`src/sv/dfs_pkg.sv`:
```
// Package for the depth-first search timestamp block: beat types, codes,
// controller states and the command/status structs.
// No dependencies.
package dfs_pkg;

    localparam int MAX_VERTICES_DEF = 32;
    localparam int RESULT_LIMIT     = 32;
    localparam int CFG_W            = 6;
    localparam int TIME_W           = 7;
    localparam int VID_W            = 5;

    localparam logic [CFG_W-1:0] VERTEX_COUNT_RST = 6'd32;

    localparam logic [1:0] OP_CLEAR = 2'd0;
    localparam logic [1:0] OP_ADD   = 2'd1;
    localparam logic [1:0] OP_RUN   = 2'd2;

    typedef struct packed {
        logic [1:0]       operation;
        logic [VID_W-1:0] from_vertex;
        logic [VID_W-1:0] to_vertex;
    } in_item_t;

    typedef struct packed {
        logic [VID_W-1:0]  vertex_index;
        logic              visited;
        logic [TIME_W-1:0] discovery_time;
        logic [TIME_W-1:0] finish_time;
        logic              has_predecessor;
        logic [VID_W-1:0]  predecessor;
        logic              last;
    } out_item_t;

    typedef enum logic [1:0] {
        ST_IDLE,
        ST_WALK,
        ST_EMIT
    } dfs_state_t;

    typedef struct packed {
        logic clear_arcs;
        logic add_arc;
        logic load_run;
        logic step;
        logic emit;
    } dfs_cmd_t;

    typedef struct packed {
        logic stack_empty;
        logic emit_last;
    } dfs_stat_t;

endpackage

```
`src/sv/dfs_ctrl.sv`:
```
// Controller for the depth-first search block: accepts commands and
// sequences the walk and result phases. Depends on dfs_pkg.
module dfs_ctrl
    import dfs_pkg::*;
(
    input  logic      clk,
    input  logic      rst_n,
    input  logic      start,
    input  logic [1:0] operation,
    input  dfs_stat_t stat,
    output logic      busy,
    output dfs_cmd_t  cmd
);

    dfs_state_t state_reg;
    dfs_state_t state_next;
    logic       accept;

    assign accept = start && (state_reg == ST_IDLE);

    always_ff @(posedge clk or negedge rst_n)
    begin
        if (!rst_n)
        begin
            state_reg <= ST_IDLE;
        end
        else
        begin
            state_reg <= state_next;
        end
    end

    always_comb
    begin
        state_next = state_reg;
        case (state_reg)
            ST_IDLE:
            begin
                if (accept && (operation == OP_RUN))
                begin
                    state_next = ST_WALK;
                end
            end
            ST_WALK:
            begin
                if (stat.stack_empty)
                begin
                    state_next = ST_EMIT;
                end
            end
            ST_EMIT:
            begin
                if (stat.emit_last)
                begin
                    state_next = ST_IDLE;
                end
            end
            default:
            begin
                state_next = ST_IDLE;
            end
        endcase
    end

    always_comb
    begin
        busy           = 1'b1;
        cmd.clear_arcs = 1'b0;
        cmd.add_arc    = 1'b0;
        cmd.load_run   = 1'b0;
        cmd.step       = 1'b0;
        cmd.emit       = 1'b0;
        case (state_reg)
            ST_IDLE:
            begin
                busy           = 1'b0;
                cmd.clear_arcs = accept && (operation == OP_CLEAR);
                cmd.add_arc    = accept && (operation == OP_ADD);
                cmd.load_run   = accept && (operation == OP_RUN);
            end
            ST_WALK:
            begin
                cmd.step = !stat.stack_empty;
            end
            ST_EMIT:
            begin
                cmd.emit = 1'b1;
            end
            default:
            begin
                busy = 1'b1;
            end
        endcase
    end

    // one command at a time
    a_cmd_onehot: assert property (@(posedge clk) disable iff (!rst_n)
        $onehot0(cmd))
        else $error("controller issued two commands at once");

    a_run_leaves_idle: assert property (@(posedge clk) disable iff (!rst_n)
        cmd.load_run |=> busy)
        else $error("run accepted but controller stayed idle");

    a_last_to_idle: assert property (@(posedge clk) disable iff (!rst_n)
        (cmd.emit && stat.emit_last) |=> !busy)
        else $error("controller did not return to idle after last result");

endmodule

```
`src/sv/dfs_dpath.sv`:
```
// Datapath for the depth-first search block: adjacency rows, visited marks,
// time stores, walk stack, neighbor scan and result register. Depends on dfs_pkg.
module dfs_dpath
    import dfs_pkg::*;
#(
    parameter int MAX_VERTICES = MAX_VERTICES_DEF
)
(
    input  logic             clk,
    input  logic             rst_n,
    input  in_item_t         item,
    input  dfs_cmd_t         cmd,
    input  logic [CFG_W-1:0] vertex_count,
    output dfs_stat_t        stat,
    output out_item_t        result,
    output logic             result_strobe
);

    localparam int VMAX = (MAX_VERTICES < RESULT_LIMIT) ? MAX_VERTICES : RESULT_LIMIT;
    localparam int VW   = $clog2(VMAX);
    localparam int SPW  = $clog2(VMAX + 1);
    localparam int NXW  = VW + 1;

    logic [VMAX-1:0]   adj_reg [VMAX];
    logic [VMAX-1:0]   vis_reg;
    logic [TIME_W-1:0] disc_mem [VMAX];
    logic [TIME_W-1:0] fin_mem [VMAX];
    logic [VW-1:0]     par_v_mem [VMAX];
    logic              par_has_mem [VMAX];
    logic [VW-1:0]     stk_v_mem [VMAX];
    logic [NXW-1:0]    stk_n_mem [VMAX];

    logic [VW-1:0]     cur_v_reg,  cur_v_next;
    logic [NXW-1:0]    cur_n_reg,  cur_n_next;
    logic [SPW-1:0]    sp_reg,     sp_next;
    logic [TIME_W-1:0] time_reg,   time_next;
    logic [CFG_W-1:0]  n_reg,      n_next;
    logic [VW-1:0]     emit_reg,   emit_next;
    out_item_t         result_reg;
    logic              strobe_reg;

    logic [CFG_W-1:0]  n_cfg;
    logic              start_ok;
    logic              add_ok;
    logic [VW-1:0]     sv;
    logic [VW-1:0]     av;
    logic [VW-1:0]     bv;
    logic [VMAX-1:0]   row;
    logic [VMAX-1:0]   cand;
    logic              found;
    logic [VW-1:0]     u;
    logic [TIME_W-1:0] time_inc;
    logic [SPW-1:0]    sp_m1;
    logic [SPW-1:0]    sp_m2;
    logic              emit_last;
    logic              e_vis;
    logic              e_has;

    // vertex count in use: zero acts as one, clamp to storage
    always_comb
    begin
        if (vertex_count == '0)
        begin
            n_cfg = CFG_W'(1);
        end
        else if (vertex_count > CFG_W'(VMAX))
        begin
            n_cfg = CFG_W'(VMAX);
        end
        else
        begin
            n_cfg = vertex_count;
        end
    end

    assign start_ok = CFG_W'(item.from_vertex) < n_cfg;
    assign add_ok   = (CFG_W'(item.from_vertex) < CFG_W'(VMAX))
                   && (CFG_W'(item.to_vertex) < CFG_W'(VMAX));
    assign sv       = VW'(item.from_vertex);
    assign av       = VW'(item.from_vertex);
    assign bv       = VW'(item.to_vertex);

    // lowest unvisited neighbor at or above the resume point
    assign row = adj_reg[cur_v_reg];

    always_comb
    begin
        for (int k = 0; k < VMAX; k++)
        begin
            cand[k] = row[k] && !vis_reg[k] && (CFG_W'(k) < n_reg)
                   && (NXW'(k) >= cur_n_reg);
        end
    end

    always_comb
    begin
        found = 1'b0;
        u     = '0;
        for (int k = VMAX - 1; k >= 0; k--)
        begin
            if (cand[k])
            begin
                found = 1'b1;
                u     = VW'(k);
            end
        end
    end

    assign time_inc = time_reg + TIME_W'(1);
    assign sp_m1    = sp_reg - SPW'(1);
    assign sp_m2    = sp_reg - SPW'(2);

    always_comb
    begin
        cur_v_next = cur_v_reg;
        cur_n_next = cur_n_reg;
        sp_next    = sp_reg;
        time_next  = time_reg;
        n_next     = n_reg;
        emit_next  = emit_reg;
        if (cmd.load_run)
        begin
            n_next     = n_cfg;
            cur_v_next = sv;
            cur_n_next = '0;
            sp_next    = start_ok ? SPW'(1) : '0;
            time_next  = start_ok ? TIME_W'(1) : '0;
            emit_next  = '0;
        end
        if (cmd.step)
        begin
            time_next = time_inc;
            if (found)
            begin
                cur_v_next = u;
                cur_n_next = '0;
                sp_next    = sp_reg + SPW'(1);
            end
            else
            begin
                sp_next = sp_m1;
                if (sp_reg > SPW'(1))
                begin
                    cur_v_next = stk_v_mem[sp_m2[VW-1:0]];
                    cur_n_next = stk_n_mem[sp_m2[VW-1:0]];
                end
            end
        end
        if (cmd.emit)
        begin
            emit_next = emit_reg + VW'(1);
        end
    end

    always_ff @(posedge clk or negedge rst_n)
    begin
        if (!rst_n)
        begin
            cur_v_reg <= '0;
            cur_n_reg <= '0;
            sp_reg    <= '0;
            time_reg  <= '0;
            n_reg     <= CFG_W'(1);
            emit_reg  <= '0;
        end
        else
        begin
            cur_v_reg <= cur_v_next;
            cur_n_reg <= cur_n_next;
            sp_reg    <= sp_next;
            time_reg  <= time_next;
            n_reg     <= n_next;
            emit_reg  <= emit_next;
        end
    end

    // adjacency rows and visited marks
    always_ff @(posedge clk or negedge rst_n)
    begin
        if (!rst_n)
        begin
            for (int k = 0; k < VMAX; k++)
            begin
                adj_reg[k] <= '0;
            end
            vis_reg <= '0;
        end
        else
        begin
            if (cmd.clear_arcs)
            begin
                for (int k = 0; k < VMAX; k++)
                begin
                    adj_reg[k] <= '0;
                end
            end
            if (cmd.add_arc && add_ok)
            begin
                adj_reg[av][bv] <= 1'b1;
            end
            // run start: only the start vertex is marked, none if it is not in use
            if (cmd.load_run)
            begin
                vis_reg <= start_ok ? (VMAX'(1) << sv) : '0;
            end
            if (cmd.step && found)
            begin
                vis_reg[u] <= 1'b1;
            end
        end
    end

    // per-vertex stores and stack, no reset
    always_ff @(posedge clk)
    begin
        if (cmd.load_run && start_ok)
        begin
            disc_mem[sv]    <= TIME_W'(1);
            par_has_mem[sv] <= 1'b0;
        end
        if (cmd.step && found)
        begin
            stk_v_mem[sp_m1[VW-1:0]] <= cur_v_reg;
            stk_n_mem[sp_m1[VW-1:0]] <= NXW'(u) + NXW'(1);
            disc_mem[u]              <= time_inc;
            par_has_mem[u]           <= 1'b1;
            par_v_mem[u]             <= cur_v_reg;
        end
        if (cmd.step && !found)
        begin
            fin_mem[cur_v_reg] <= time_inc;
        end
    end

    // result beat
    assign emit_last = CFG_W'(emit_reg) == (n_reg - CFG_W'(1));
    assign e_vis     = vis_reg[emit_reg];
    assign e_has     = e_vis && par_has_mem[emit_reg];

    always_ff @(posedge clk or negedge rst_n)
    begin
        if (!rst_n)
        begin
            strobe_reg <= 1'b0;
        end
        else
        begin
            strobe_reg <= cmd.emit;
        end
    end

    always_ff @(posedge clk)
    begin
        if (cmd.emit)
        begin
            result_reg.vertex_index    <= VID_W'(emit_reg);
            result_reg.visited         <= e_vis;
            result_reg.discovery_time  <= e_vis ? disc_mem[emit_reg] : '0;
            result_reg.finish_time     <= e_vis ? fin_mem[emit_reg] : '0;
            result_reg.has_predecessor <= e_has;
            result_reg.predecessor     <= e_has ? VID_W'(par_v_mem[emit_reg]) : '0;
            result_reg.last            <= emit_last;
        end
    end

    assign result           = result_reg;
    assign result_strobe    = strobe_reg;
    assign stat.stack_empty = (sp_reg == '0);
    assign stat.emit_last   = emit_last;

    a_sp_bound: assert property (@(posedge clk) disable iff (!rst_n)
        sp_reg <= SPW'(VMAX))
        else $error("walk stack overflow");

    a_step_nonempty: assert property (@(posedge clk) disable iff (!rst_n)
        cmd.step |-> (sp_reg != '0))
        else $error("stack step issued on empty stack");

    a_emit_after_walk: assert property (@(posedge clk) disable iff (!rst_n)
        cmd.emit |-> (sp_reg == '0))
        else $error("result emitted while walk unfinished");

    a_last_single: assert property (@(posedge clk) disable iff (!rst_n)
        (result_strobe && result.last) |=> !result_strobe)
        else $error("result beat after last");

endmodule

```
`src/sv/dfs_discovery_finish_times.sv`:
```
// Top level of the depth-first search timestamp block: APB register,
// controller and datapath. Depends on dfs_pkg, dfs_ctrl, dfs_dpath.
//
// Use:
//   Command channel: present item and raise start; the beat is taken at a
//   rising edge with start high and busy low. operation selects clear all
//   arcs, add one arc (from_vertex -> to_vertex) or run a search from
//   from_vertex. Clear and add leave busy low.
//   A run walks the graph with a stack, one push or pop per cycle (the
//   neighbor scan over the current row is the per-cycle limit), and it
//   holds busy while it walks and while it issues N result beats, N =
//   vertices in use, vertex 0 first, one per cycle, each on result for
//   exactly one cycle with result_strobe high; the last beat has
//   result.last set and shows in the cycle in which busy drops. Each
//   beat is registered from the result phase, which follows the walk.
//   The receiver cannot stall; beats are never held.
//   Config: vertex_count at APB byte address 0 (6 bits, reset 32);
//   write only while idle. pready is always high.
//   Reset (rst_n low, async) empties the graph, sets vertex_count to 32
//   and returns the block to idle.
module dfs_discovery_finish_times
    import dfs_pkg::*;
#(
    parameter int MAX_VERTICES = MAX_VERTICES_DEF
)
(
    input  logic        clk,
    input  logic        rst_n,
    input  logic        start,
    output logic        busy,
    input  in_item_t    item,
    output out_item_t   result,
    output logic        result_strobe,
    input  logic        psel,
    input  logic        penable,
    input  logic        pwrite,
    input  logic [2:0]  paddr,
    input  logic [31:0] pwdata,
    output logic [31:0] prdata,
    output logic        pready
);

    logic [CFG_W-1:0] vertex_count_reg;
    logic [CFG_W-1:0] vertex_count_next;
    logic             reg_sel;
    dfs_cmd_t         cmd;
    dfs_stat_t        stat;

    // register index is paddr[2]; only index 0 exists
    assign reg_sel = (paddr[2] == 1'b0);
    assign pready  = 1'b1;

    always_comb
    begin
        vertex_count_next = vertex_count_reg;
        if (psel && penable && pwrite && reg_sel)
        begin
            vertex_count_next = pwdata[CFG_W-1:0];
        end
    end

    always_ff @(posedge clk or negedge rst_n)
    begin
        if (!rst_n)
        begin
            vertex_count_reg <= VERTEX_COUNT_RST;
        end
        else
        begin
            vertex_count_reg <= vertex_count_next;
        end
    end

    assign prdata = reg_sel ? 32'(vertex_count_reg) : '0;

    dfs_ctrl u_ctrl (
        .clk       (clk),
        .rst_n     (rst_n),
        .start     (start),
        .operation (item.operation),
        .stat      (stat),
        .busy      (busy),
        .cmd       (cmd)
    );

    dfs_dpath #(
        .MAX_VERTICES (MAX_VERTICES)
    ) u_dpath (
        .clk           (clk),
        .rst_n         (rst_n),
        .item          (item),
        .cmd           (cmd),
        .vertex_count  (vertex_count_reg),
        .stat          (stat),
        .result        (result),
        .result_strobe (result_strobe)
    );

endmodule
```
`config.mk`:
```
export PLATFORM = sky130hd
export DESIGN_NAME = dfs_discovery_finish_times
export DESIGN_NICKNAME = d
export VERILOG_FILES = /design/src/sv/dfs_pkg.sv /design/src/sv/dfs_ctrl.sv /design/src/sv/dfs_dpath.sv /design/src/sv/dfs_discovery_finish_times.sv
export SDC_FILE = /design/constraint.sdc
export NUM_CORES = 2
export LEC_CHECK = 0
export ABC_AREA = 0
export BUFFER_PORTS_ARGS = -buffer_cell sky130_fd_sc_hd__buf_2
export CELL_PAD_IN_SITES_DETAIL_PLACEMENT = 0
export CELL_PAD_IN_SITES_GLOBAL_PLACEMENT = 1
export CORE_ASPECT_RATIO = 1.1
export CORE_MARGIN = 5
export CORE_UTILIZATION = 50
export CTS_CLUSTER_SIZE = 24
export DETAILED_ROUTE_END_ITERATION = 6
export PLACE_DENSITY = 0.75
export SLEW_MARGIN = 10
export SYNTH_ARGS = -nofsm -noshare
export SYNTH_HDL_FRONTEND = slang
export SYNTH_SLANG_ARGS = --single-unit
```
`constraint.sdc`:
```
create_clock -name clk -period 16.6 [get_ports clk]
set_clock_uncertainty 0.1 [all_clocks]
set_input_delay 3.32 -clock clk [delete_from_list [all_inputs] [get_ports clk]]
set_output_delay 3.32 -clock clk [all_outputs]
set_load 0.01 [all_outputs]
```
==> impl_metrics.yaml <==
outcome:
  status: "complete, no violations"
worst_setup_path:
  critPathLaunchType: "flop"
  ff2ff_setup_slack_ps: 7340
  worstPathCellList: "buf_12 -> buf_4 -> buf_4 -> mux2i_1 -> o22ai_1 -> nor4_1 -> a2111oi_1 -> nor2_1 -> nand3_2 -> or3_1 -> nand2_8 -> inv_2 -> mux2i_1 -> o21ai_1 -> nor3_1"
  cp_num_cells: 15
  cp.required_ps: 16970
  r2r_start: "u_dpath.cur_v_reg[1]$_DFF_PN0_"
  crit_fanout: 125
  crit_path_end: "u_dpath.disc_mem[14][2]$_DFFE_PP_"
  crit_family: "simple AND/OR/NAND/NOR gates"
  path_class: "reg -> reg"
  path_buf_inv: 4
  max_stage_delay_ps: 1160
  startpoint: "u_dpath.cur_v_reg[1]$_DFF_PN0_"
  crit_arrival_ps: 9630
  critPathSlowestCell: "nor4_1"
  crit_path_end_kind: "flop"
  reg2reg_depth: 15
  r2r_end: "u_dpath.disc_mem[14][2]$_DFFE_PP_"
timing:
  fin_crit_sh_pct: 55.8
  rsz0062_at_grt: "no"
  fin_tns_setup_ps: 0
  slew_violations: 0
  hold_violations: 0
  max_freq_ghz: 0.108
  setup_slack_ps: 7340
  relSlewSlack_pct: 7.63
  setup_viol: 0
  worst_slew_pin_slew_ps: 1370
  min_period_ps: 9260
power_and_ir_drop:
  p_total_w: 0.0140
  p_leak_nw: 38.4
  irDropWorstVdd_uv: 148
  power_density_nw_per_um2: 141
min_path:
  worstHoldPathType: "reg -> reg"
  holdPathStages: 2
global_routing:
  grt_pass1_wl_microns: 384000
  grtUsageTotal_pct: 27.8
  grt_pass1_vias: 55700
  antenna_found_initial: 27
  grt_max_degree: 176
  overflow: 0
yosys:
  synth_edf_count: 1019
  synthesis.area_sq_um: 89700
  ys_seq_area_share_pct: 64.8
  netlist.area_leader.share_pct: 34.1
  async_flop_share_pct: 51.9
  yosys_most_used_dff: "dfrtp_1"
  synth_seq_cells: 2119
  syn_inst: 6793
  synth_common_cells: "nand2_1, dfrtp_1, o21ai_0"
  avgSynthCellArea_sq_um: 13.2
  ys_warn_count: 0
  synth.most_common_cell: "nand2_1"
  synth.distinct_cells: 86
  synth_area_leaders: "edfxtp_1, dfrtp_1, mux4_2"
  yosysTopAreaCell: "edfxtp_1"
place:
  gp_congestion: 0.921
  place_ws_ps: 7590
  port_buffers: 59
  dp_hpwl_microns: 148000
  placed_area_sq_um: 92100
floorplan:
  rows: 163
  die_x_microns: 414
  io_pins: 115
  die_area_sq_um: 188000
  start_util_pct: 50.2
  coreArea_sq_um: 179000
  die_h_microns: 454
route:
  drt_iter0_drc: 7146
  wl_per_cell_microns: 28.4
  drt-vias-per-instance: 6.23
  wl_microns: 263000
  dr.pass1.iters: 6
  drtAntennaViolNets: 0
  vias: 57600
  drcViolationCount: 0
finish:
  regArea_sq_um: 58200
  drive_gt1_share_pct: 14.5
  multi_input_area_sq_um: 29300
  largest_register_ffs: 1024
  nNetsFinal: 6747
  design_area_sq_um: 99200
  syn_to_final_growth_pct: 10.6
  fill_cells: 14600
run:
  max_cap_violations: 0
clocking:
  worstSkewPairLatency_ps: 880
  clk_pin_slew_worst_paths_ps: 60
  tritoncts: "done"
  clockBufferDepth: 3
  cts_resized: 0
  cts_sinks: 2119
  htree_levels: 4
  postCtsSetupBuffers: 0
  cts_buffers: 210
  root_buffer: "clkbuf_16"
  ctsHoldBuffers: 0
[stage by stage]
stage / std cells / utilization (%) / hold WS (ps)
after floorplan: 6818 / - / 323
after global placement: 8850 / 51.5 / 360
after detailed placement: 8850 / 51.5 / 369
after CTS: 9240 / 55.4 / 382
after global routing: 9245 / 55.5 / 393
final: 9255 / 55.5 / 376
[final cells by class]
cell class | instances | share of cell area, %
Inverter | 28 | 0.106
Antenna cell | 15 | 0.0378
Clock buffer | 301 | 6.06
Tap cell | 2392 | 3.02
Clock inverter | 89 | 1.03
Multi-Input combinational cell | 4098 | 29.6
Timing Repair Buffer | 213 | 1.56
Sequential cell | 2119 | 58.6
[where the power goes]
part / switching [W] / internal (W) / leakage (nW)
Sequential: 0.000260 / 0.00583 / 24.7
Clock: 0.00207 / 0.00272 / 3.42
Combinational: 0.00196 / 0.00112 / 10.2
[worst min-delay path: cells and delay by family, from the launching register on]
family	cells	cell delay, ps
DFF	1	340
AOI/OAI and AO/OA	1	60
and+or+nand+nor	1	40
[worst min-delay path by stage]
stage / startpoint / endpoint
after floorplan: u_dpath.emit_reg[2]$_DFFE_PN0P_ / u_dpath.result[24]$_DFFE_PP_
after detailed placement: u_dpath.adj_reg[220]$_DFF_PN0_ / u_dpath.adj_reg[220]$_DFF_PN0_
after CTS: u_dpath.adj_reg[620]$_DFF_PN0_ / u_dpath.adj_reg[620]$_DFF_PN0_
after global routing: u_dpath.adj_reg[145]$_DFF_PN0_ / u_dpath.adj_reg[145]$_DFF_PN0_
final: u_dpath.adj_reg[656]$_DFF_PN0_ / u_dpath.adj_reg[656]$_DFF_PN0_
after global placement: u_dpath.adj_reg[458]$_DFF_PN0_ / u_dpath.adj_reg[458]$_DFF_PN0_
[routing by layer]
| metal | wire length (microns) | vias up | share of wire [%] | global-route usage (%) |
|---|---|---|---|---|
| li1 | - | 24800 | - | - |
| met1 | 106000 | 29700 | 40 | 39.1 |
| met2 | 122000 | 2543 | 47 | 42.7 |
| met3 | 21400 | 564 | 8.1 | 5.43 |
| met4 | 12800 | 4 | 4.9 | 12.3 |
| met5 | 17 | - | 0.0065 | 0 |
[cell families after synthesis]
family / after synthesis / share of synthesized area, %
buffers and inverters: 601 / 3.14
flip-flops: 2119 / 64.8
multiplexers: 879 / 14.3
AND/OR/NAND/NOR: 1645 / 7.89
XOR/XNOR: 19 / 0.185
AO/OA/AOI/OAI: 1504 / 9.37
other: 2 / 0.00837
adder cells (fa/ha/maj): 24 / 0.335
[placed cells by master, fill, tap and decap left out, types with 10 or more instances in the layout]
master	count
nand3_2	14
clkbuf_1	53
xor2_1	10
inv_1	25
nand3_1	38
ha_1	24
mux2i_1	549
diode_2	15
edfxtp_1	1019
nor3_1	64
nor2b_1	13
conb_1	27
clkinv_1	18
nor4_2	11
buf_2	58
clkbuf_16	213
or2_2	10
a211o_1	17
a221o_1	15
mux4_2	320
a21oi_1	26
clkinv_2	34
nor4_1	64
and3_1	23
o22ai_1	258
bufinv_16	12
nand2_1	1150
o21ai_0	1080
nor2_1	144
clkbuf_8	35
dfrtp_1	1086
nand2b_1	13
buf_4	147
(Power assumes the default switching activity.)
